===== config.mk =====
export PLATFORM = sky130hd
export DESIGN_NAME = ffa_ram
export DESIGN_NICKNAME = d
export VERILOG_FILES = /design/src/sv/ffa_ram.sv
export SDC_FILE = /design/constraint.sdc
export NUM_CORES = 1
export LEC_CHECK = 0
export BUFFER_PORTS_ARGS = -buffer_cell sky130_fd_sc_hd__buf_2
export CAP_MARGIN = 30
export CORE_ASPECT_RATIO = 0.8
export CORE_MARGIN = 2
export CORE_UTILIZATION = 65
export CTS_CLUSTER_SIZE = 30
export DETAILED_ROUTE_END_ITERATION = 10
export GPL_ROUTABILITY_DRIVEN = 0
export PLACE_DENSITY = 0.92
export SKIP_CTS_REPAIR_TIMING = 1
export SYNTH_ARGS = -nofsm -noshare
export SYNTH_HDL_FRONTEND = slang
export SYNTH_SLANG_ARGS = --single-unit
export TNS_END_PERCENT = 5

===== constraint.sdc =====
create_clock -name clk -period 3.7 [get_ports clk]
set_input_delay 1.11 -clock clk [delete_from_list [all_inputs] [get_ports clk]]
set_output_delay 1.11 -clock clk [all_outputs]
set_load 0.01 [all_outputs]

===== src/sv/ffa_ram.sv =====
// Generic simple dual-port RAM, one write and one registered read per cycle.
`timescale 1ns / 1ps

module ffa_ram #(
  parameter int WIDTH = 8,
  parameter int DEPTH = 16
) (
  input  logic                     clk,
  input  logic                     we,
  input  logic [$clog2(DEPTH)-1:0] waddr,
  input  logic [WIDTH-1:0]         wdata,
  input  logic [$clog2(DEPTH)-1:0] raddr,
  output logic [WIDTH-1:0]         rdata
);

  logic [WIDTH-1:0] mem [DEPTH];

  always_ff @(posedge clk) begin
    if (we) begin
      mem[waddr] <= wdata;
    end
    rdata <= mem[raddr];
  end

endmodule


After elaboration in Yosys (flattened, before gate mapping)
Memory sizes are Yosys's and may differ from the RTL's. A register that Yosys moved wholly into a read port is not among the register bits.
Cells that the tools add are included.
{"block": "op_classes", "n_mux": 2}
{"cell": "$mux 1", "count": 2}
{"block": "word_totals", "ff_bits": 0, "ramBits": 128, "in_bits": 18, "out_inout_bits": 8, "word_cells": 3, "mem_count": 1}
{"memory": "mem", "depth": 16, "width": 8, "read_ports": 1, "rd_ports_with_merged_regs": 1, "write_ports": 1, "line": "16", "source": "logic [WIDTH-1:0] mem [DEPTH];"}

Depth between registers and ports, before layout
Gate-level depths: netlist of the first run.
{"block": "depth", "word_depth": 2, "mapped_depth": 5, "mapped_depth_nobuf": 3}

Worst setup path before layout of the first run
OpenSTA, ideal clock, no wires.
{"block": "synth_path", "kind": "input port to flip-flop", "start": "input waddr[2]", "end": "memory mem[0][0] (enable)", "setup_time_ns": 0.383, "t_arrival_ns": 2.220, "required_ns": 3.317, "setup_slack_ns": 1.097, "path_stages": 2, "n_path_buf": 0, "path_cell_list": "or3b_2 nor3_1"}
{"item": "start: declaration", "line": "10", "source": "input logic [$clog2(DEPTH)-1:0] waddr,"}
{"item": "end: declaration", "line": "16"}
No word-level cell before the write port.

Final worst setup path of the first run
{"block": "layout_path", "start": "register rdata[6] (read register of mem)", "end": "output rdata[6]"}
{"item": "start: declaration", "line": "13", "source": "output logic [WIDTH-1:0] rdata"}
No word-level cell between the ends.

==> flow_summary_export.csv, run 1 <==
group,metric,value,unit
worst_setup_path,path_max_fanout,1,
place,numPortBuffers,25,
timing,setup_slack,1.54,ns
worst_setup_path,path_buf_inv,1,
final_layout,syn_to_final_growth,16.8,%
power,pwr-share-clk,0.484,
worst_setup_path,r2r_setup_slack,2.28,ns
worst_setup_path,cp_cell_sequence,"buf_2",
worst_setup_path,critical-path-top-delay-family,"flip-flops",
yosys,synth_area,5150,µm²
clock_network,cts_tree,"done",
timing,worst_pin_slew,0.996,ns
place,place_ws,1.04,ns
yosys,synthCells,229,
power,ir_worst_vdd,0.563,mV
run,max_cap_viol_count,0,
clock_network,cts.sinks,136,
yosys,yosys.area.top_type_share,0.747,
hold_path,hold_class,"flop to flop",
worst_setup_path,crit_type,"flop to output pin",
yosys,syn_area_per_cell,22.5,µm²
yosys,synth_seq_cells,136,
power,p_per_area,610,nW/µm²
power,combPwrFrac,0.042,
final_layout,num_antenna_cells,0,
route,drt_wl_total,10100,µm
worst_setup_path,slowest_stage,"dfxtp_1",
floorplan,row_count,28,
final_layout,nets,289,
timing,drv_slew,0,
final_layout,drive_gt1_frac,0.278,
hold_path,whs_path_depth,3,
grt,globalRouteOverflowTotal,0,
timing,finalHoldViolations,0,
worst_setup_path,r2r-end,"rdata[5]",
power,p_sw,0.000722,W
power,p_leak,2.04,nW
final_layout,utilization,0.798,
floorplan,die_y,83.6,µm
grt,track_usage,0.267,
floorplan,dieArea,8650,µm²
yosys,yosysSeqAreaShare,0.778,
yosys,synth_largest_area_cell,"edfxtp_1",
power,seq_power_share,0.474,
floorplan,die_x,103,µm
timing,fin_crit,2.17,ns
final_layout,final_cell_mix,"128 x edfxtp_1, 25 x buf_2, 18 x mux4_2, 16 x a22oi_1, 16 x clkbuf_16",
clock_network,cts_made_buffers,17,
worst_setup_path,end_kind,"output pin",
timing,setup_tns,0,ns
worst_setup_path,crit_arrival,1.05,ns
yosys,yosysWarnings,0,
timing,slew_headroom,0.333,
hold_path,hold_end,"rdata[6]",
place,dp_hpwl,5650,µm
power,internal-power,0.00294,W
timing,clock.fmax,462,MHz
route,drc_errors,0,
clock_network,htreeDepth,4,
outcome,status,"finished, final reports clean",
route,routed-via-count,2487,
worst_setup_path,r2r_cells,3,
power,power,0.00367,W
route,wl_per_cell,26.1,µm
worst_setup_path,cp.depth,1,
power,switching_share,0.197,
worst_setup_path,reg2reg_from,"mem[1][5]",
final_layout,mostFrequentLayoutCell,"edfxtp_1",
grt,antenna_found_initial,0,
clock_network,root_buffer,"clkbuf_8",
grt,grt_pass1_vias,2585,
grt,grt_pass1_wl,15500,µm
floorplan,ioPinCount,26,
route,drtAntennaViolNets,0,
floorplan,core,7530,µm²
route,first_pass_iters,4,
yosys,synthTopCellsByArea,"edfxtp_1 75%, mux4_2 7.9%, mux4_1 7.1%",
yosys,yosysUniqueCellTypes,19,
yosys,synth_nets,247,
worst_setup_path,startpoint_type,"flop",
hold_path,min-delay-start,"mem[15][6]",
timing,final-setup-viol-count,0,
route,viasPerCell,6.39,
clock_network,cts_buffer_depth,2,
timing,final.period_utilization,0.585,
clock_network,clkTransAtPathRegs,0.06,ns
worst_setup_path,cp_slowest_stage_delay,0.37,ns
clock_network,clkLatencyLatePin,0.52,ns
grt,grt_max_degree,33,
timing,skew,0.00661,ns
worst_setup_path,cp.required,2.59,ns
floorplan,start_util,0.683,
route,drt_iter0_drc,172,
timing,rsz0062_at_grt,"false",
==> state kept, by name, summed over array words and instances, names as in the netlist <==
signal,flops
mem,128
rdata,8
==> layout make-up <==
| class | count | area, µm² |
|---|---|---|
| fill | 373 | 1520 |
| clock inverter | 14 | 205 |
| tap | 105 | 131 |
| multi-input combinational | 83 | 1060 |
| timing repair buffer | 33 | 198 |
| sequential | 136 | 4000 |
| clock buffer | 18 | 418 |
==> cell usage after synthesis <==
| cell type | number |
|---|---|
| a22oi_1 | 16 |
| clkdlybuf4s25_2 | 3 |
| nor3_1 | 4 |
| nand2_1 | 9 |
| mux4_1 | 14 |
| mux4_2 | 18 |
| dfxtp_1 | 8 |
| nand3_1 | 1 |
| buf_4 | 1 |
| nand2b_1 | 2 |
| nor2b_1 | 1 |
| and2_1 | 1 |
| nor2_1 | 13 |
| and2b_1 | 1 |
| edfxtp_1 | 128 |
| nand3b_1 | 2 |
| buf_6 | 3 |
| buf_2 | 3 |
| or3b_2 | 1 |
==> kinds of logic after synthesis <==
logic type | share of synthesized area
compound gates | 0.0233
flops | 0.778
buf+inv | 0.0168
simple gates | 0.0318
mux | 0.150
==> worst max-delay path by stage <==
stage / from / endpoint / slack, ns
2_1_floorplan: waddr[2] / mem[0][0] / 1.10
3_5_place_dp: raddr[1] / rdata[1] / 1.04
4_1_cts: rdata[6] / rdata[6] / 1.51
6_report: rdata[6] / rdata[6] / 1.54
5_1_grt: rdata[6] / rdata[6] / 1.50
3_3_place_gp: raddr[1] / rdata[4] / 1.13
==> per-stage QoR <==
| step | hold WS (ns) | instance area [µm²] | cells |
|---|---|---|---|
| 6_report | 0.683 | 6010 | 389 |
| 4_1_cts | 0.685 | 6010 | 389 |
| 3_5_place_dp | 0.651 | 5390 | 357 |
| 2_1_floorplan | 0.629 | 5150 | 229 |
| 5_1_grt | 0.698 | 6010 | 389 |
| 3_3_place_gp | 0.650 | 5390 | 357 |
==> metal layers <==
metal	track usage	share of wire	vias to the layer above
li1	-	-	1061
met1	0.393	0.42	1286
met2	0.374	0.48	127
met3	0.101	0.089	13
met4	0.0909	0.011	0
met5	0	0	-
==> power by group through the flow <==
stage / logic, W / registers [W] / clock network [W]
2_1_floorplan: 0.0000874 / 0.00177 / 0
3_3_place_gp: 0.000147 / 0.00176 / 0
3_5_place_dp: 0.000154 / 0.00177 / 0
4_1_cts: 0.000156 / 0.00174 / 0.00181
5_1_grt: 0.000168 / 0.00174 / 0.00187
6_report: 0.000154 / 0.00174 / 0.00177
==> tightest hold or removal path, delay by kind of cell (launching register included) <==
| kind | cells | cell delay (ns) |
|---|---|---|
| simple gates | 1 | 0.06 |
| compound gates | 1 | 0.06 |
| flops | 1 | 0.32 |
| mux | 1 | 0.22 |
Power figures use the tool's default switching activity.
==> inputs of run 2 (changes only) <==
- CORE_UTILIZATION: 65 -> 60
- PLACE_DENSITY: 0.92 -> 0.86
- clock period: 3.7 -> 2.2 ns (I/O delays scaled with it)
==> run 2 against run 1 <==
Compared with the run above: sequential power increased by 68%; largest cell class unchanged; critical path depth unchanged; via count increased by 1.1%; highest routed layer unchanged; final cell count increased by 5.4%; cell area increased by 0.77%.
==> flow_summary_export.csv, run 2 (synthesized netlist as in run 1, its figures left out) <==
group,metric,value,unit
outcome,status,"finished, final reports clean",
clock_network,cts_tree,"done",
floorplan,ioPinCount,26,
final_layout,drive_gt1_frac,0.329,
power,p_leak,2.08,nW
timing,rsz0062_at_grt,"false",
final_layout,nets,303,
worst_setup_path,crit_type,"flop to output pin",
route,drtAntennaViolNets,0,
worst_setup_path,cp.required,1.54,ns
route,routed-via-count,2514,
place,placed_area,5520,µm²
floorplan,die_y,86.8,µm
timing,drv_slew,0,
floorplan,dieArea,9340,µm²
hold_path,min-delay-start,"wdata[3]",
grt,track_usage,0.240,
timing,slew_headroom,0.728,
hold_path,hold_class,"primary input to flop",
route,drt_wl_total,10200,µm
final_layout,regMostFlops,"mem",
worst_setup_path,cp_slowest_stage_delay,0.37,ns
clock_network,clkTransAtPathRegs,0.06,ns
timing,finalHoldViolations,0,
place,numPortBuffers,25,
timing,setup_tns,0,ns
timing,setup_slack,0.505,ns
floorplan,die_x,108,µm
floorplan,row_count,30,
power,p_per_area,953,nW/µm²
clock_network,cts.sinks,136,
worst_setup_path,r2r_cells,3,
power,power,0.00577,W
worst_setup_path,critical-path-top-delay-family,"flip-flops",
route,drt_iter0_drc,215,
timing,final.period_utilization,0.770,
worst_setup_path,reg2reg_from,"mem[8][3]",
power,p_sw,0.00133,W
final_layout,syn_to_final_growth,17.7,%
route,viasPerCell,6.13,
power,pwr-share-clk,0.446,
power,internal-power,0.00444,W
clock_network,htreeDepth,4,
worst_setup_path,slowest_stage,"dfxtp_1",
worst_setup_path,cp_cell_sequence,"buf_2",
final_layout,final_cell_area,6060,µm²
power,seq_power_share,0.505,
timing,hold_ws,0.533,ns
final_layout,num_antenna_cells,0,
grt,antenna_found_initial,0,
clock_network,cts_buffer_depth,2,
power,combPwrFrac,0.048,
floorplan,core,8410,µm²
grt,grt_max_degree,33,
worst_setup_path,r2r-end,"rdata[3]",
place,dp_hpwl,6240,µm
worst_setup_path,crit_arrival,1.03,ns
floorplan,start_util,0.612,
final_layout,final_cell_mix,"128 x edfxtp_1, 25 x buf_2, 20 x buf_4, 18 x mux4_2",
hold_path,hold_end,"mem[15][3]",
timing,skew,0.0107,ns
final_layout,reg_top3,"mem: 128 flops, rdata: 8 flops",
worst_setup_path,path_max_fanout,1,
run,max_cap_viol_count,0,
clock_network,clkLatencyLatePin,0.51,ns
hold_path,whs_path_depth,1,
power,switching_share,0.230,
route,wl_per_cell,24.8,µm
route,first_pass_iters,5,
timing,final-setup-viol-count,0,
clock_network,root_buffer,"clkbuf_8",
final_layout,mostFrequentLayoutCell,"edfxtp_1",
final_layout,largest_register_ffs,128,
timing,worst_pin_slew,0.408,ns
worst_setup_path,startpoint_type,"flop",
worst_setup_path,r2r_setup_slack,0.78,ns
route,drc_errors,0,
clock_network,cts_made_buffers,17,
timing,fin_crit,1.69,ns
worst_setup_path,end_kind,"output pin",
grt,grt_pass1_vias,2555,
place,place_ws,0.0677,ns
grt,grt_pass1_wl,15100,µm
power,ir_worst_vdd,0.706,mV
grt,globalRouteOverflowTotal,0,
timing,clock.fmax,590,MHz
worst_setup_path,path_buf_inv,1,
-- run 2: cell types whose count changed in the layout (fill, tap and decap cells not counted), sizes merged --
cell,change
buf,+14
clkbuf,-1
bufinv,-5
clkinv,-7
clkinvlp,+3
inv,+10
-- run 2: final cells by class --
cell class                 count  area [µm²]
clock buffer                  17         414
tap                          112         140
clock inverter                15         129
timing repair buffer          47         315
sequential                   136        4000
multi-input combinational     83        1060
fill                         492        2350
-- run 2: worst max path at each step --
stage / startpoint / to / slack, ns / cells past startpoint
3_3_place_gp: raddr[0] / rdata[4] / 0.16 / 5
3_5_place_dp: raddr[0] / rdata[3] / 0.07 / 5
6_report: rdata[6] / rdata[6] / 0.51 / 1
5_1_grt: rdata[6] / rdata[6] / 0.42 / 1
2_1_floorplan: waddr[2] / mem[0][0] / 0.05 / 2
4_1_cts: rdata[6] / rdata[6] / 0.47 / 1
-- run 2: per-stage QoR --
step | utilization | std cells
after floorplan | - | 229
after global placement | 0.656 | 378
after detailed placement | 0.656 | 378
after CTS | 0.721 | 410
after global routing | 0.721 | 410
final | 0.721 | 410
-- run 2: layer usage --
metal	routed length (µm)	vias up	track usage
li1	-	1088	-
met1	4180	1297	0.337
met2	5050	120	0.369
met3	817	9	0.0820
met4	115	0	0.0641
met5	0	-	0
-- run 2: power by group through the flow --
stage | clock network, W | logic, W | registers (W)
floorplan | 0 | 0.000147 | 0.00297
global placement | 0 | 0.000261 | 0.00297
detailed placement | 0 | 0.000274 | 0.00297
CTS | 0.00261 | 0.000279 | 0.00292
global route | 0.00274 | 0.000299 | 0.00292
finish | 0.00258 | 0.000277 | 0.00292
