## config.mk

```make
export PLATFORM = sky130hd
export DESIGN_NAME = ffa_walker
export DESIGN_NICKNAME = d
export VERILOG_FILES = /design/src/sv/ffa_pkg.sv /design/src/sv/ffa_walker.sv
export SDC_FILE = /design/constraint.sdc
export NUM_CORES = 1
export LEC_CHECK = 0
export ABC_AREA = 1
export BUFFER_PORTS_ARGS = -buffer_cell sky130_fd_sc_hd__buf_2
export CAP_MARGIN = 20
export CORE_MARGIN = 3
export CORE_UTILIZATION = 40
export DETAILED_ROUTE_END_ITERATION = 8
export PLACE_DENSITY_LB_ADDON = 0.2
export RECOVER_POWER = 50
export SLEW_MARGIN = 20
export SYNTH_ARGS = -nofsm -noshare
export SYNTH_HDL_FRONTEND = slang
export SYNTH_SLANG_ARGS = --single-unit
export TNS_END_PERCENT = 30
```

## constraint.sdc

```tcl
create_clock -name clk -period 3.3 [get_ports clk]
set_input_delay 0.99 -clock clk [delete_from_list [all_inputs] [get_ports clk]]
set_output_delay 0.99 -clock clk [all_outputs]
set_load 0.01 [all_outputs]
```

## src/sv/ffa_pkg.sv

```systemverilog
// Shared constants, types and helpers of the first-fit free-list allocator.
`timescale 1ns / 1ps

package ffa_pkg;

  localparam int RAM_WORDS = 1024;
  localparam int ADDR_W    = $clog2(RAM_WORDS);
  localparam int LINK_W    = ADDR_W + 1;       // holds the null link value RAM_WORDS
  localparam int STEP_W    = LINK_W;           // walk counter reaches RAM_WORDS
  localparam int WORD_W    = 17;               // stored word width
  localparam int ADJ_W     = WORD_W + 1;       // header + size + 2 without wrap
  localparam int HDR_WORDS = 2;
  localparam int LAST_ADDR = RAM_WORDS - 1;

  localparam int CFG_W     = 11;
  localparam int HEAP_MIN  = 4;
  localparam int ACT_W     = 2;
  localparam int REQ_W     = 10;
  localparam int LOC_W     = 10;
  localparam int PADDR_W   = 10;

  localparam logic [LINK_W-1:0] NULL_LINK = LINK_W'(RAM_WORDS);

  // action codes
  localparam logic [ACT_W-1:0] ACT_RESERVE  = 2'd0;
  localparam logic [ACT_W-1:0] ACT_FREE     = 2'd1;
  localparam logic [ACT_W-1:0] ACT_COALESCE = 2'd2;

  // status codes
  localparam logic STAT_DONE     = 1'b0;
  localparam logic STAT_NO_SPACE = 1'b1;

  typedef struct packed {
    logic [ACT_W-1:0] action;
    logic [REQ_W-1:0] request_size;
    logic [LOC_W-1:0] free_location;
  } ffa_item_t;

  typedef struct packed {
    logic              valid;
    logic              status;
    logic [PADDR_W-1:0] payload_address;
  } ffa_result_t;

  typedef struct packed {
    logic              we;
    logic [ADDR_W-1:0] waddr;
    logic [WORD_W-1:0] wdata;
    logic [ADDR_W-1:0] raddr;
  } ffa_ram_req_t;

  // Stored link word to link value; anything at or past the RAM reads as null.
  function automatic logic [LINK_W-1:0] link_norm(input logic [WORD_W-1:0] v);
    logic [LINK_W-1:0] r;
    if (v >= WORD_W'(RAM_WORDS)) r = NULL_LINK;
    else                         r = v[LINK_W-1:0];
    return r;
  endfunction

endpackage

```

## src/sv/ffa_walker.sv

```systemverilog
// Free-list sequencer: reserve, free and coalesce by read-modify-write on the heap RAM.
`timescale 1ns / 1ps

module ffa_walker import ffa_pkg::*; (
  input  logic              clk,
  input  logic              rst_n,
  input  logic              heap_init,
  input  logic              item_valid,
  output logic              item_ready,
  input  ffa_item_t         item,
  output ffa_ram_req_t      ram_req,
  input  logic [WORD_W-1:0] ram_rdata,
  output ffa_result_t       res,
  input  logic              res_take
);

  typedef enum logic [3:0] {
    S_IDLE, S_FREE, S_RD_SIZE, S_RD_LINK, S_EVAL,
    S_TAIL_SZ, S_TAIL_LK, S_PREV, S_HDR_SZ, S_HDR_LK,
    S_ADJ_SIZE, S_ADJ_LINK, S_MRG_SZ, S_MRG_LK, S_FINISH
  } state_t;

  state_t             state_r, state_nxt;
  logic [LINK_W-1:0]  free_head_r, free_head_nxt;
  logic [ACT_W-1:0]   act_r, act_nxt;
  logic [REQ_W-1:0]   req_r, req_nxt;
  logic [LOC_W-1:0]   loc_r, loc_nxt;
  logic [LINK_W-1:0]  total_r, total_nxt;
  logic [LINK_W-1:0]  cur_r, cur_nxt;
  logic [LINK_W-1:0]  prev_r, prev_nxt;
  logic [LINK_W-1:0]  link_r, link_nxt;     // link of cur, or adjacent block address
  logic [LINK_W-1:0]  succ_r, succ_nxt;
  logic [STEP_W-1:0]  steps_r, steps_nxt;
  logic [WORD_W-1:0]  size_r, size_nxt;
  logic               status_r, status_nxt;
  logic [PADDR_W-1:0] paddr_r, paddr_nxt;

  logic [LINK_W-1:0]  fh_norm;
  logic [LINK_W-1:0]  tail;
  logic [LINK_W-1:0]  rlink;
  logic [LINK_W-1:0]  alink;
  logic [ADJ_W-1:0]   adj;
  logic               steps_out;

  assign fh_norm   = (free_head_r >= NULL_LINK) ? NULL_LINK : free_head_r;
  assign tail      = cur_r + total_r;
  assign rlink     = (cur_r == LINK_W'(LAST_ADDR)) ? NULL_LINK : link_norm(ram_rdata);
  assign alink     = (link_r == LINK_W'(LAST_ADDR)) ? NULL_LINK : link_norm(ram_rdata);
  assign adj       = ADJ_W'(cur_r) + ADJ_W'(size_r) + ADJ_W'(HDR_WORDS);
  assign steps_out = (steps_r == STEP_W'(RAM_WORDS));

  assign item_ready          = (state_r == S_IDLE);
  assign res.valid           = (state_r == S_FINISH);
  assign res.status          = status_r;
  assign res.payload_address = paddr_r;

  always_comb begin
    state_nxt     = state_r;
    free_head_nxt = free_head_r;
    act_nxt       = act_r;
    req_nxt       = req_r;
    loc_nxt       = loc_r;
    total_nxt     = total_r;
    cur_nxt       = cur_r;
    prev_nxt      = prev_r;
    link_nxt      = link_r;
    succ_nxt      = succ_r;
    steps_nxt     = steps_r;
    size_nxt      = size_r;
    status_nxt    = status_r;
    paddr_nxt     = paddr_r;
    ram_req       = '0;

    case (state_r)
      S_IDLE: begin
        if (item_valid) begin
          act_nxt    = item.action;
          req_nxt    = item.request_size;
          loc_nxt    = item.free_location;
          total_nxt  = LINK_W'(item.request_size) + LINK_W'(HDR_WORDS);
          cur_nxt    = fh_norm;
          prev_nxt   = NULL_LINK;
          steps_nxt  = '0;
          status_nxt = STAT_DONE;
          paddr_nxt  = '0;
          case (item.action)
            ACT_RESERVE: begin
              if (fh_norm == NULL_LINK) begin
                status_nxt = STAT_NO_SPACE;
                state_nxt  = S_FINISH;
              end else begin
                state_nxt = S_RD_SIZE;
              end
            end
            ACT_FREE: begin
              state_nxt = (item.free_location < LOC_W'(HDR_WORDS)) ? S_FINISH : S_FREE;
            end
            ACT_COALESCE: begin
              state_nxt = (fh_norm == NULL_LINK) ? S_FINISH : S_RD_SIZE;
            end
            default: state_nxt = S_FINISH;
          endcase
        end
      end

      // push onto list head
      S_FREE: begin
        ram_req.we    = 1'b1;
        ram_req.waddr = ADDR_W'(loc_r) - ADDR_W'(1);
        ram_req.wdata = WORD_W'(free_head_r);
        free_head_nxt = LINK_W'(loc_r) - LINK_W'(HDR_WORDS);
        state_nxt     = S_FINISH;
      end

      S_RD_SIZE: begin
        ram_req.raddr = cur_r[ADDR_W-1:0];
        state_nxt     = S_RD_LINK;
      end

      S_RD_LINK: begin
        ram_req.raddr = cur_r[ADDR_W-1:0] + ADDR_W'(1);
        size_nxt      = ram_rdata;
        state_nxt     = S_EVAL;
      end

      S_EVAL: begin
        if (act_r == ACT_RESERVE) begin
          if (size_r < WORD_W'(total_r)) begin
            if (steps_out || rlink == NULL_LINK) begin
              status_nxt = STAT_NO_SPACE;
              state_nxt  = S_FINISH;
            end else begin
              steps_nxt = steps_r + STEP_W'(1);
              prev_nxt  = cur_r;
              cur_nxt   = rlink;
              state_nxt = S_RD_SIZE;
            end
          end else begin
            link_nxt = rlink;
            if (size_r > WORD_W'(total_r)) begin
              state_nxt = S_TAIL_SZ;
            end else begin
              succ_nxt  = rlink;
              state_nxt = S_PREV;
            end
          end
        end else begin
          if (rlink == NULL_LINK || steps_out) begin
            state_nxt = S_FINISH;
          end else begin
            steps_nxt = steps_r + STEP_W'(1);
            if (ADJ_W'(rlink) == adj) begin
              link_nxt  = rlink;
              state_nxt = S_ADJ_SIZE;
            end else begin
              cur_nxt   = rlink;
              state_nxt = S_RD_SIZE;
            end
          end
        end
      end

      // split: tail block takes the remainder
      S_TAIL_SZ: begin
        ram_req.we    = (tail < NULL_LINK);
        ram_req.waddr = tail[ADDR_W-1:0];
        ram_req.wdata = size_r - WORD_W'(total_r);
        succ_nxt      = (tail >= NULL_LINK) ? NULL_LINK : tail;
        state_nxt     = S_TAIL_LK;
      end

      S_TAIL_LK: begin
        ram_req.we    = (tail < LINK_W'(LAST_ADDR));
        ram_req.waddr = tail[ADDR_W-1:0] + ADDR_W'(1);
        ram_req.wdata = WORD_W'(link_r);
        state_nxt     = S_PREV;
      end

      S_PREV: begin
        if (prev_r == NULL_LINK) begin
          free_head_nxt = succ_r;
        end else begin
          ram_req.we    = (prev_r < LINK_W'(LAST_ADDR));
          ram_req.waddr = prev_r[ADDR_W-1:0] + ADDR_W'(1);
          ram_req.wdata = WORD_W'(succ_r);
        end
        state_nxt = S_HDR_SZ;
      end

      S_HDR_SZ: begin
        ram_req.we    = 1'b1;
        ram_req.waddr = cur_r[ADDR_W-1:0];
        ram_req.wdata = WORD_W'(req_r);
        state_nxt     = S_HDR_LK;
      end

      S_HDR_LK: begin
        ram_req.we    = (cur_r < LINK_W'(LAST_ADDR));
        ram_req.waddr = cur_r[ADDR_W-1:0] + ADDR_W'(1);
        ram_req.wdata = WORD_W'(NULL_LINK);
        paddr_nxt     = PADDR_W'(cur_r + LINK_W'(HDR_WORDS));
        state_nxt     = S_FINISH;
      end

      // merge with the block directly after cur
      S_ADJ_SIZE: begin
        ram_req.raddr = link_r[ADDR_W-1:0];
        state_nxt     = S_ADJ_LINK;
      end

      S_ADJ_LINK: begin
        ram_req.raddr = link_r[ADDR_W-1:0] + ADDR_W'(1);
        size_nxt      = size_r + ram_rdata + WORD_W'(HDR_WORDS);
        state_nxt     = S_MRG_SZ;
      end

      S_MRG_SZ: begin
        ram_req.we    = 1'b1;
        ram_req.waddr = cur_r[ADDR_W-1:0];
        ram_req.wdata = size_r;
        link_nxt      = alink;
        state_nxt     = S_MRG_LK;
      end

      S_MRG_LK: begin
        ram_req.we    = (cur_r < LINK_W'(LAST_ADDR));
        ram_req.waddr = cur_r[ADDR_W-1:0] + ADDR_W'(1);
        ram_req.wdata = WORD_W'(link_r);
        cur_nxt       = link_r;
        state_nxt     = (link_r == NULL_LINK) ? S_FINISH : S_RD_SIZE;
      end

      S_FINISH: begin
        if (res_take) begin
          state_nxt = S_IDLE;
        end
      end

      default: state_nxt = S_IDLE;
    endcase

    if (heap_init) begin
      free_head_nxt = '0;
    end
  end

  always_ff @(posedge clk) begin
    if (!rst_n) begin
      state_r     <= S_IDLE;
      free_head_r <= '0;
    end else begin
      state_r     <= state_nxt;
      free_head_r <= free_head_nxt;
    end
    act_r    <= act_nxt;
    req_r    <= req_nxt;
    loc_r    <= loc_nxt;
    total_r  <= total_nxt;
    cur_r    <= cur_nxt;
    prev_r   <= prev_nxt;
    link_r   <= link_nxt;
    succ_r   <= succ_nxt;
    steps_r  <= steps_nxt;
    size_r   <= size_nxt;
    status_r <= status_nxt;
    paddr_r  <= paddr_nxt;
  end

`ifndef SYNTHESIS
  a_head_range: assert property (@(posedge clk) disable iff (!rst_n)
    free_head_r <= NULL_LINK)
    else $error("free list head beyond null link");

  a_walk_cur: assert property (@(posedge clk) disable iff (!rst_n)
    (state_r == S_RD_SIZE || state_r == S_RD_LINK || state_r == S_EVAL)
      |-> cur_r < NULL_LINK)
    else $error("walking a null node");

  a_steps_bound: assert property (@(posedge clk) disable iff (!rst_n)
    (state_r != S_IDLE) |-> steps_r <= STEP_W'(RAM_WORDS))
    else $error("walk step counter overran");

  a_nospace_reserve: assert property (@(posedge clk) disable iff (!rst_n)
    (state_r == S_FINISH && status_r == STAT_NO_SPACE) |-> act_r == ACT_RESERVE)
    else $error("no-space status on a non-reserve transaction");
`endif

endmodule

```

# After elaboration in Yosys (flattened, before gate mapping)
# Index checks and enable logic that the tools add are counted.
classes:
  n_mux: 59
  eq_ne: 39
  multipliers: 0
  n_reduce_logical: 24
  div: 0
  n_addsub: 15
  shifts: 0
  n_bitwise: 1
  n_lt_le_gt_ge: 10
op_table:
  columns: ["op", "n"]
  rows:
  - ["11-bit two-way mux", 27]
  - ["28-bit one-hot mux with 8 select lines", 1]
  - ["11-bit one-hot mux with 2 select lines", 5]
  - ["4-bit one-hot mux with 14 select lines", 1]
  - ["11-bit equality test (second input constant)", 5]
  - ["10-bit by 1-bit adder with 10-bit output (second input constant)", 4]
  - ["4-bit two-way mux", 10]
  - ["10-bit one-hot mux with 4 select lines", 1]
  - ["17-bit one-hot mux with 2 select lines", 1]
  - ["11-bit by 10-bit less-than comparator with 1-bit output (second input constant)", 3]
  - ["11-bit one-hot mux with 3 select lines", 1]
  - ["4-bit equality test (second input constant)", 7]
  - ["28-bit two-way mux", 1]
  - ["11-bit by 10-bit equality test with 1-bit output (second input constant)", 2]
  - ["11-bit >= comparator (second input constant)", 2]
  - ["10-bit one-hot mux with 2 select lines", 1]
  - ["11-bit by 17-bit adder with 18-bit output", 1]
  - ["18-bit by 2-bit adder with 18-bit output (second input constant)", 1]
  - ["11-bit by 18-bit equality test with 1-bit output", 1]
  - ["3-bit != test (second input constant)", 6]
  - ["17-bit adder", 1]
  - ["17-bit by 2-bit adder with 17-bit output (second input constant)", 1]
  - ["17-bit by 11-bit >= comparator with 1-bit output (second input constant)", 1]
  - ["17-bit by 11-bit > comparator with 1-bit output", 1]
  - ["34 further kinds", 63]
totals:
  out_inout_bits: 51
  wordCells: 162
  regBits: 131
  inputBits: 44
  ramBits: 0
  romBits: 0
  mem_count: 0
  latchBits: 0

# Depth between registers and ports, before layout
# Gate-level depths: netlist of run 1.
depth:
  word_depth: 9
  depth_mapped: 22
  depth_no_buf: 22

# Worst setup path after synthesis of run 1
# Ideal clock, no wire load.
synth_path:
  path_type: "input-to-reg"
  start: "input ram_rdata[1]"
  end: "register size_r[13] (data pin)"
  stages: 15
  arrival_time_ps: 3226
  t_required_ps: 3032
  slack_ps: -193
  path_cell_list: "inv_1 ha_1 inv_1 ha_1 inv_1 fa_1 o31ai_1 nand2_1 a21oi_1 nand2_1 nand2_1 a21boi_0 o21ai_0 xor2_1 o21ai_0"
synth_via:
  elab_chain_cells: 3
synth_rtl:
  columns: ["item", "line_no", "rtl"]
  rows:
  - ["start: declaration", "ffa_walker.sv:12", "input logic [WORD_W-1:0] ram_rdata,"]
  - ["17-bit adder", "ffa_walker.sv:213", "size_nxt = size_r + ram_rdata + WORD_W'(HDR_WORDS);"]
  - ["17-bit by 2-bit adder with 17-bit output", "ffa_walker.sv:213", null]
  - ["17-bit one-hot mux with 2 select lines", "ffa_walker.sv:74", "case (state_r)"]
  - ["via size_nxt[13]", "ffa_walker.sv:34", "logic [WORD_W-1:0] size_r, size_nxt;"]
  - ["end signal: assignment", "ffa_walker.sv:264", "size_r <= size_nxt;"]
  - ["end: declaration", "ffa_walker.sv:34", null]
# The timed path passes the listed nets, and every way through them passes these cells.
# A chain may end at the register's enable or synchronous reset.

==> results.sh, run 1 <==
export IMPL_tightest_slew_ns=1.39
export IMPL_finalSetupViolations=56
export IMPL_netlist_instances=1498
export IMPL_cts_tree="yes"
export IMPL_gp_congestion=0.981
export IMPL_hp_class="reg -> reg"
export IMPL_ys_seq_area_share_pct=34.1
export IMPL_cap_violations=0
export IMPL_ys_types=56
export IMPL_drc=0
export IMPL_grt_usage_pct=28.2
export IMPL_holdCritStartpoint="succ_r[2]$_DFFE_PP_"
export IMPL_hold_worst_slack_ns=0.534
export IMPL_synth_adder_area_share_pct=10.6
export IMPL_leakage_nw=6.55
export IMPL_ys_seq_elements=130
export IMPL_syn_mean_instance_area_um2=7.36
export IMPL_min_delay_path_depth=2
export IMPL_arrival_ns=2.94
export IMPL_cts_max_path_buffers=2
export IMPL_syn2layout_area_growth_pct=34.0
export IMPL_relSlewSlack_pct=7.25
export IMPL_initial_core_util_pct=40.8
export IMPL_grt_pass1_vias=10800
export IMPL_power_density_nw_per_um2=855
export IMPL_post_drt_wl_per_cell_um=20.2
export IMPL_clk_pin_slew_ns=0.06
export IMPL_fillers=2585
export IMPL_ios=95
export IMPL_min_to="free_head_r[2]$_SDFFE_PP0P_"
export IMPL_period_share_pct=119
export IMPL_p_total_mw=12.6
export IMPL_rsz0062_at_grt="true"
export IMPL_cts_made_buffers=17
export IMPL_drt_total_wl_um=43100
export IMPL_reg2reg_to="free_head_r[10]$_SDFFE_PP0P_"
export IMPL_violations="negative setup slack"
export IMPL_die_area_um2=29600
export IMPL_fin_ws_ns=-0.627
export IMPL_startpoint_type="flop"
export IMPL_synth_area_top_cells="edfxtp_1 (31%), nand2_1 (11%), ha_1 (9.9%)"
export IMPL_ff_latch_area_um2=3760
export IMPL_synth_xor_area_share_pct=3.34
export IMPL_cts_sinks=130
export IMPL_vdd_drop_max_v=0.000400
export IMPL_vias_per_cell=5.53
export IMPL_hold_violations=0
export IMPL_synth_compound_area_share_pct=15.8
export IMPL_synth_async_sr_flop_share_pct=0
export IMPL_synth_edff_count=115
export IMPL_floorplan_rows=60
export IMPL_syn_area_um2=11000
export IMPL_die_height_um=172
export IMPL_grt_pass1_wl_um=62300
export IMPL_ys_warn_count=0
export IMPL_num_nets_final=1912
export IMPL_status="complete, but fails checks"
export IMPL_synthFlopType="edfxtp_1"
export IMPL_grt_overflow=0
export IMPL_diodes=0
export IMPL_grt_max_degree=33
export IMPL_regToRegSetupSlack_ns=-0.18
export IMPL_clock_fmax_mhz=255
export IMPL_crit_required_ns=2.31
export IMPL_place_port_buffers=94
export IMPL_rr_worst_depth=10
export IMPL_layout_min_cycle_time_ns=3.93
export IMPL_grt_antenna_before_repair=0
export IMPL_layout_drive_gt1_share_pct=26.5
export IMPL_synth_top_area_share_pct=31.3
export IMPL_finClkSkew_ns=0.0105
export IMPL_dr_total_vias=11800
export IMPL_coreArea_um2=27000
export IMPL_first_pass_iters=6
export IMPL_synth_fp_nets=1633
export IMPL_drtIter0Drc=1148
export IMPL_crit_reg2reg_launch="state_r[2]$_SDFFE_PN0P_"
export IMPL_synth_mux_area_share_pct=0
export IMPL_place_hpwl_um=33400
export IMPL_synth_top_family_by_area="simple AND/OR/NAND/NOR gates"
export IMPL_root_buffer="clkbuf_16"
export IMPL_cp_max_fo=3
export IMPL_final_core_utilization_pct=54.6
export IMPL_clk_latency_ns=0.44
export IMPL_ant_nets=0
export IMPL_critPathKind="reg -> out"
export IMPL_synthSimpleGateAreaFrac_pct=27.1
export IMPL_dieWidth_um=172
export IMPL_critPathCaptureType="primary output"
export IMPL_cts_htree_levels=4
export IMPL_synth_top_area_cell="edfxtp_1"
export IMPL_finalMaxSlewViolations=0
export IMPL_multi_input_area_um2=7120
-- repair_timing --
action                                  CTS  global route
endpoints found under the setup margin   52            73
hold buffers                              0             0
resized for setup                       122           129
pin swaps                                33            51
buffers inserted                          9            26
cloned                                    0             0
-- state kept, by name, indices dropped and copies added (netlist names), 11 cells and up --
signal and flops:
prev_r 11, size_r 17, free_head_r 11, steps_r 11
cur_r 11, link_r 11, succ_r 11
-- cell families after synthesis --
group | count (synthesis)
AO/OA/AOI/OAI | 292
XOR/XNOR | 42
AND/OR/NAND/NOR | 685
flip-flops | 130
adder cells (fa/ha/maj) | 91
buffers and inverters | 258
-- routing by layer --
layer	global-route usage (%)	routed length (µm)	vias up
li1	-	-	5696
met2	44.8	19200	555
met3	4.64	3790	107
met1	38.8	18300	5425
met4	10.6	1790	0
met5	0	0	-
-- final cells by class --
type / count / share of cell area (%)
multi-input cells: 1110 / 48.2
flip-flops and latches: 130 / 25.4
clock inverters: 15 / 0.898
repair buffers: 290 / 13.7
well taps: 341 / 2.89
inverters: 228 / 5.97
clock buffers: 17 / 2.88
-- cells in the final DEF (no fill, tap or decap), types with 6 or more instances in the layout --
master,instances
nand3_1,91
buf_6,18
buf_4,171
a21oi_1,73
or2_2,7
o21ai_1,19
nor3_1,20
nand4_1,24
a31oi_1,11
a211oi_1,7
nor3_2,6
o221ai_1,7
nor2_2,14
nand3_4,6
xnor2_1,14
buf_2,63
xor2_1,21
edfxtp_1,115
nor2_4,16
clkinvlp_4,7
nor4_1,11
nand3_2,11
o2111ai_1,8
inv_4,6
ha_4,10
nor2_1,148
o22ai_1,10
dfxtp_1,14
inv_1,201
nand2_2,19
o21ai_2,13
ha_1,75
clkbuf_1,32
a21oi_2,13
clkbuf_16,17
o211ai_1,10
inv_2,14
nand2_1,292
o21ai_0,71
-- synthesized netlist by cell type, drive strengths merged (5+ instances only) --
cell and instances:
nand3 108, nor2 178, clkbuf 16, a221oi 6, a211oi 8, edfxtp 115
o211ai 10, o22ai 13, ha 87, inv 222, a31oi 12, dfxtp 15
xor2 28, o21ai 103, o31ai 5, nor4 12, xnor2 14, buf 14
o221ai 8, a21oi 89, o2111ai 12, nor3b 5, clkinv 6, nand2 316
nand4 25, nor3 27, or2 7
-- critical path, cell delays in order (launching register included) --
cell      delay, ns
edfxtp_1       0.44
buf_4          0.17
fa_2           0.58
ha_4           0.14
inv_2          0.04
nor2_2         0.12
inv_2          0.06
nor2_4         0.12
inv_2          0.06
nor2_4         0.08
nand2_2        0.09
nor2_4         0.12
a21oi_2        0.07
o31ai_2        0.26
buf_6          0.15
-- worst max-delay path by stage --
stage / end / start / depth (start not counted)
final: ram_req[35] / cur_r[1]$_DFFE_PP_ / 14
after global routing: ram_req[37] / req_r[0]$_DFFE_PP_ / 14
after CTS: ram_req[35] / cur_r[0]$_DFFE_PP_ / 14
after global placement: ram_req[35] / req_r[0]$_DFFE_PP_ / 16
after floorplan: ram_req[35] / cur_r[0]$_DFFE_PP_ / 13
after detailed placement: ram_req[35] / req_r[0]$_DFFE_PP_ / 16
-- through the flow --
| step | worst slack, ns | area, µm² | std cells | TNS [ns] |
|---|---|---|---|---|
| 2_1_floorplan | -0.0359 | 11000 | 1498 | -0.0359 |
| 3_3_place_gp | -0.295 | 13100 | 2071 | -3.13 |
| 3_5_place_dp | -0.363 | 13100 | 2071 | -4.21 |
| 4_1_cts | -0.658 | 14200 | 2108 | -8.63 |
| 5_1_grt | -0.687 | 14800 | 2131 | -19.90 |
| 6_report | -0.627 | 14800 | 2131 | -11.34 |
-- power by group --
part | total [mW] | switching, mW | internal, mW
clock | 1.89 | 0.850 | 1.04
combinational | 7.97 | 4.81 | 3.16
sequential | 2.76 | 0.358 | 2.41
Power figures use the tool's default switching activity.
==> inputs of run 2 (changes only) <==
--- a/config.mk
+++ b/config.mk
@@ -13,6 +13,7 @@
 export DETAILED_ROUTE_END_ITERATION = 8
 export PLACE_DENSITY_LB_ADDON = 0.2
 export RECOVER_POWER = 50
+export REMOVE_ABC_BUFFERS = 1
 export SLEW_MARGIN = 20
 export SYNTH_ARGS = -nofsm -noshare
 export SYNTH_HDL_FRONTEND = slang
==> run 2 against run 1 <==
The flow still finishes with violations (negative setup slack). Clock power grew 6%. First-iteration DRC count rose by 9.2%. Register-to-register slack improved by 0.23 ns. Final area decreased by 2.1%. Fmax decreased by 1.9%. Critical endpoint is now ram_req[37].
==> results.sh, run 2 (synthesis results as in run 1) <==
export IMPL_clock_fmax_mhz=250
export IMPL_holdCritStartpoint="succ_r[4]$_DFFE_PP_"
export IMPL_top_register="size_r"
export IMPL_layout_min_cycle_time_ns=4.01
export IMPL_hold_worst_slack_ns=0.554
export IMPL_p_total_mw=12.4
export IMPL_regToRegSetupSlack_ns=0.05
export IMPL_cts_max_path_buffers=2
export IMPL_crit_reg2reg_launch="cur_r[1]$_DFFE_PP_"
export IMPL_vias_per_cell=5.58
export IMPL_p_int_mw=6.52
export IMPL_fin_ws_ns=-0.705
export IMPL_cts_tree="yes"
export IMPL_finClkSkew_ns=0.0171
export IMPL_relSlewSlack_pct=19.0
export IMPL_status="complete, but fails checks"
export IMPL_period_share_pct=121
export IMPL_drc=0
export IMPL_coreArea_um2=27000
export IMPL_power_density_nw_per_um2=857
export IMPL_drtIter0Drc=1254
export IMPL_violations="negative setup slack"
export IMPL_cts_htree_levels=4
export IMPL_tns_ns=-12.26
export IMPL_cp_max_fo=3
export IMPL_final_cell_mix="nand2_1 (292), inv_1 (204), buf_4 (157)"
export IMPL_rsz0062_at_grt="true"
export IMPL_initial_core_util_pct=40.8
export IMPL_die_area_um2=29600
export IMPL_critPathCaptureType="primary output"
export IMPL_first_pass_iters=6
export IMPL_gp_congestion=1.01
export IMPL_leakage_nw=6.46
export IMPL_cap_violations=0
export IMPL_grt_pass1_vias=11200
export IMPL_power_switching_mw=5.87
export IMPL_die_height_um=172
export IMPL_p_seq_share_pct=22.4
export IMPL_cts_sinks=130
export IMPL_layout_drive_gt1_share_pct=24.4
export IMPL_floorplan_rows=60
export IMPL_vdd_drop_max_v=0.000393
export IMPL_place_port_buffers=94
export IMPL_min_delay_path_depth=2
export IMPL_finalSetupViolations=36
export IMPL_cts_made_buffers=17
export IMPL_max_stage_delay_ns=0.62
export IMPL_final_core_utilization_pct=53.5
export IMPL_critPathKind="reg -> out"
export IMPL_p_clk_share_pct=16.1
export IMPL_root_buffer="clkbuf_16"
export IMPL_cp_cell_sequence="buf_4 > fa_2 > inv_2 > nor3_2 > nand2_1 > nor2_2 > nand2_2 > nor2_4 > nand3_2 > o21ai_2 > inv_2 > nand2_1 > nand3_2 > buf_6"
export IMPL_syn2layout_area_growth_pct=31.2
export IMPL_grt_overflow=0
export IMPL_crit_required_ns=2.31
export IMPL_rr_worst_depth=16
export IMPL_startpoint_type="flop"
export IMPL_hold_violations=0
export IMPL_grt_pass1_wl_um=63100
export IMPL_num_nets_final=1901
export IMPL_finalMaxSlewViolations=0
export IMPL_drt_total_wl_um=42100
export IMPL_p_comb_share_pct=61.4
export IMPL_swShare_pct=47.4
export IMPL_grt_usage_pct=28.3
export IMPL_post_drt_wl_per_cell_um=19.9
export IMPL_clk_pin_slew_ns=0.07
export IMPL_arrival_ns=3.02
export IMPL_min_to="free_head_r[4]$_SDFFE_PP0P_"
export IMPL_ant_nets=0
export IMPL_reg2reg_to="link_r[3]$_DFFE_PP_"
export IMPL_ios=95
export IMPL_hp_class="reg -> reg"
export IMPL_fillers=2635
export IMPL_diodes=0
export IMPL_clk_latency_ns=0.44
export IMPL_cpMaxStageDelayCell="fa_2"
export IMPL_final_common_cell="nand2_1"
export IMPL_crit_start="cur_r[1]$_DFFE_PP_"
export IMPL_place_hpwl_um=33600
export IMPL_dr_total_vias=11800
export IMPL_largest_register_ffs=17
export IMPL_grt_antenna_before_repair=0
export IMPL_tightest_slew_ns=1.21
export IMPL_grt_max_degree=33
export IMPL_dp_slack_ns=-0.429
export IMPL_dieWidth_um=172
## run 2: worst max path at each step
stage	end	slack [ns]	cells after the start
CTS	ram_req[35]	-0.69	15
finish	ram_req[37]	-0.71	14
detailed placement	size_r[13]$_DFFE_PP_	-0.43	16
floorplan	size_r[13]$_DFFE_PP_	-0.20	15
global route	ram_req[37]	-0.81	14
global placement	size_r[13]$_DFFE_PP_	-0.42	16
## run 2: final cells by class
class,instances,area [µm²],share of cell area (%)
clock buffers,17,425,2.94
clock inverters,15,171,1.19
inverters,228,867,6.00
multi-input cells,1110,6920,47.9
flip-flops and latches,130,3750,26.0
well taps,341,427,2.95
repair buffers,279,1890,13.0
## run 2: stage by stage
stage | std cells | instance area, µm²
2_1_floorplan | 1468 | 10900
6_report | 2120 | 14500
4_1_cts | 2115 | 14100
3_5_place_dp | 2074 | 13100
3_3_place_gp | 2074 | 13100
5_1_grt | 2120 | 14500
## run 2: timing repair
item / in CTS / in global routing
gates resized for setup: 100 / 105
buffers inserted: 11 / 13
hold buffers: 0 / 0
endpoints found under the setup margin: 54 / 62
hold endpoints to repair: 0 / 0
pin swaps: 26 / 37
## run 2: power by group through the flow
stage               clock network, mW  logic [mW]  registers, mW
floorplan                           0        3.63           2.76
global placement                    0        6.60           2.78
detailed placement                  0        6.66           2.78
CTS                              2.01        7.10           2.76
global route                     2.08        8.30           2.83
finish                           2.00        7.61           2.78
## run 2: layer usage
| metal | routed length (µm) | global-route usage [%] | vias to the layer above |
|---|---|---|---|
| li1 | - | - | 5668 |
| met1 | 18000 | 38.1 | 5522 |
| met2 | 18900 | 45.9 | 522 |
| met3 | 3260 | 4.39 | 108 |
| met4 | 1920 | 10.8 | 0 |
| met5 | 0 | 0 | - |
## run 2: worst max-delay path: cells and delay by family, from the launching register on
family | cells | cell delay [ns]
adders and majority gates | 1 | 0.62
buffers and inverters | 4 | 0.43
AOI/OAI and AO/OA | 1 | 0.14
DFF | 1 | 0.46
and+or+nand+nor | 8 | 0.93
==> inputs of run 3 (changes only) <==
--- a/config.mk
+++ b/config.mk
@@ -11,7 +11,7 @@
 export CORE_MARGIN = 3
 export CORE_UTILIZATION = 40
 export DETAILED_ROUTE_END_ITERATION = 8
-export PLACE_DENSITY_LB_ADDON = 0.2
+export PLACE_DENSITY_LB_ADDON = 0.3
 export RECOVER_POWER = 50
 export REMOVE_ABC_BUFFERS = 1
 export SLEW_MARGIN = 20
==> run 3 against run 2 <==
The flow finishes with violations (max-capacitance violations, max-slew violations, negative setup slack). Setup slack gained 0.063 ns. Highest routed layer is now met5. Non-clock buffer count fell by 13. Routed wire length increased by 0.59%. Final area down 0.93%. Count of clock-buffer cells in the layout stayed put. Clock skew decreased by 0.0021 ns. First-iteration DRC count rose by 3.7%. Largest cell class unchanged.
==> results.sh, run 3 (synthesis results as in run 1) <==
export IMPL_status="complete, but fails checks"
export IMPL_violations="max-capacitance violations, max-slew violations, negative setup slack"
export IMPL_largest_register_ffs=17
export IMPL_startpoint_type="flop"
export IMPL_die_height_um=172
export IMPL_rr_worst_depth=15
export IMPL_place_port_buffers=94
export IMPL_grt_max_degree=21
export IMPL_layout_min_cycle_time_ns=3.94
export IMPL_cp_max_fo=2
export IMPL_final_cell_mix="nand2_1 (293), inv_1 (208), nor2_1 (157)"
export IMPL_drtIter0Drc=1301
export IMPL_finalSetupViolations=79
export IMPL_grt_pass1_wl_um=61900
export IMPL_fin_ws_ns=-0.642
export IMPL_hold_violations=0
export IMPL_final_common_cell="nand2_1"
export IMPL_critPathKind="reg -> out"
export IMPL_drc=0
export IMPL_grt_overflow=0
export IMPL_cts_max_path_buffers=2
export IMPL_tns_ns=-24.74
export IMPL_die_area_um2=29600
export IMPL_tightest_slew_ns=1.60
export IMPL_crit_buf_inv=5
export IMPL_arrival_ns=2.95
export IMPL_post_drt_wl_per_cell_um=20.1
export IMPL_clk_pin_slew_ns=0.07
export IMPL_critPathCaptureType="primary output"
export IMPL_coreArea_um2=27000
export IMPL_period_share_pct=119
export IMPL_final_cell_area_um2=14300
export IMPL_ant_nets=0
export IMPL_met2_usage_pct=45.2
export IMPL_top_register="size_r"
export IMPL_grt_antenna_before_repair=1
export IMPL_power_density_nw_per_um2=864
export IMPL_place_hpwl_um=33300
export IMPL_critPathTopFamily="adder cells"
export IMPL_min_delay_path_depth=2
export IMPL_ios=95
export IMPL_hp_class="reg -> reg"
export IMPL_clk_latency_ns=0.43
export IMPL_gp_congestion=1.03
export IMPL_vias_per_cell=5.62
export IMPL_floorplan_rows=60
export IMPL_diodes=0
export IMPL_leakage_nw=6.40
export IMPL_cpMaxStageDelayCell="fa_2"
export IMPL_vdd_drop_max_v=0.000395
export IMPL_layout_drive_gt1_share_pct=22.8
export IMPL_cp_cell_sequence="ha_2 > fa_2 > buf_6 > ha_4 > inv_2 > nor2_1 > inv_1 > nor2_2 > inv_1 > nor2_2 > nand2_2 > nor2_4 > a21oi_2 > o31ai_1 > buf_2"
export IMPL_finalMaxSlewViolations=14
export IMPL_clock_fmax_mhz=254
export IMPL_dp_slack_ns=-0.424
export IMPL_place_area_um2=13000
export IMPL_cap_violations=1
export IMPL_cts_tree="yes"
export IMPL_first_pass_iters=6
export IMPL_max_stage_delay_ns=0.54
export IMPL_grt_busiest_layer="met2"
export IMPL_cts_htree_levels=4
export IMPL_root_buffer="clkbuf_16"
export IMPL_cp_num_cells=15
export IMPL_crit_required_ns=2.31
export IMPL_num_nets_final=1888
export IMPL_relSlewSlack_pct=-6.93
export IMPL_syn2layout_area_growth_pct=29.9
export IMPL_grt_met1_usage_pct=37.1
export IMPL_cts_made_buffers=17
export IMPL_dr_total_vias=11800
export IMPL_finClkSkew_ns=0.0150
export IMPL_dieWidth_um=172
export IMPL_hold_buffers=0
export IMPL_rsz0062_at_grt="true"
export IMPL_cts_sinks=130
export IMPL_drt_total_wl_um=42300
export IMPL_grt_usage_pct=27.7
export IMPL_fillers=2597
export IMPL_initial_core_util_pct=40.8
export IMPL_grt_pass1_vias=11000
export IMPL_gr_usage_met3_pct=4.41
[run 3: cell types whose count changed in the layout (fill, tap and decap cells not counted), sizes merged]
cell and change:
clkbuf -2, clkinvlp +2, buf -11, clkinv -2
[run 3: routing by layer]
| layer | wire (µm) | vias up |
|---|---|---|
| li1 | - | 5654 |
| met1 | 18400 | 5522 |
| met3 | 3110 | 104 |
| met5 | 13 | - |
| met2 | 19100 | 555 |
| met4 | 1720 | 2 |
[run 3: tightest hold or removal path, stage by stage, from the launching register on]
cell and delay (ns):
edfxtp_1 0.36, a211oi_1 0.07, nor2_1 0.08
[run 3: where the power goes]
group          internal, mW  switching [mW]  leakage [nW]
clock network          1.14           0.866         0.280
logic                  2.96            4.62          4.92
registers              2.40           0.388          1.20
total                  6.50            5.87          6.40
[run 3: what timing repair did]
| action | 4_1_cts | 5_1_grt |
|---|---|---|
| pin swaps | 28 | 37 |
| setup endpoints to repair | 43 | 59 |
| setup buffers | 14 | 16 |
| resized for setup | 75 | 121 |
[run 3: worst paths after layout]
path         slack (ns)                start                     endpoint
min                0.54  succ_r[2]$_DFFE_PP_  free_head_r[2]$_SDFFE_PP0P_
max               -0.64   cur_r[0]$_DFFE_PP_                  ram_req[35]
max reg2reg       -0.38   cur_r[1]$_DFFE_PP_          link_r[3]$_DFFE_PP_
min reg2reg        0.54  succ_r[2]$_DFFE_PP_  free_head_r[2]$_SDFFE_PP0P_
[run 3: final cells by class]
type	instances	area (µm²)	area share [%]
Multi-Input combinational cell	1110	6880	48.0
Sequential cell	130	3750	26.2
Timing Repair Buffer	266	1800	12.5
Inverter	228	866	6.05
Tap cell	341	427	2.98
Clock buffer	17	425	2.97
Clock inverter	15	171	1.20
[run 3: metrics by stage]
| stage | utilization (%) | hold slack [ns] | power, mW | instances |
|---|---|---|---|---|
| 2_1_floorplan | - | 0.481 | 6.39 | 1468 |
| 3_3_place_gp | 47.9 | 0.501 | 9.20 | 2057 |
| 4_1_cts | 51.4 | 0.530 | 11.7 | 2102 |
| 5_1_grt | 53.0 | 0.559 | 13.1 | 2107 |
| 3_5_place_dp | 47.9 | 0.517 | 9.29 | 2057 |
| 6_report | 53.0 | 0.540 | 12.4 | 2107 |
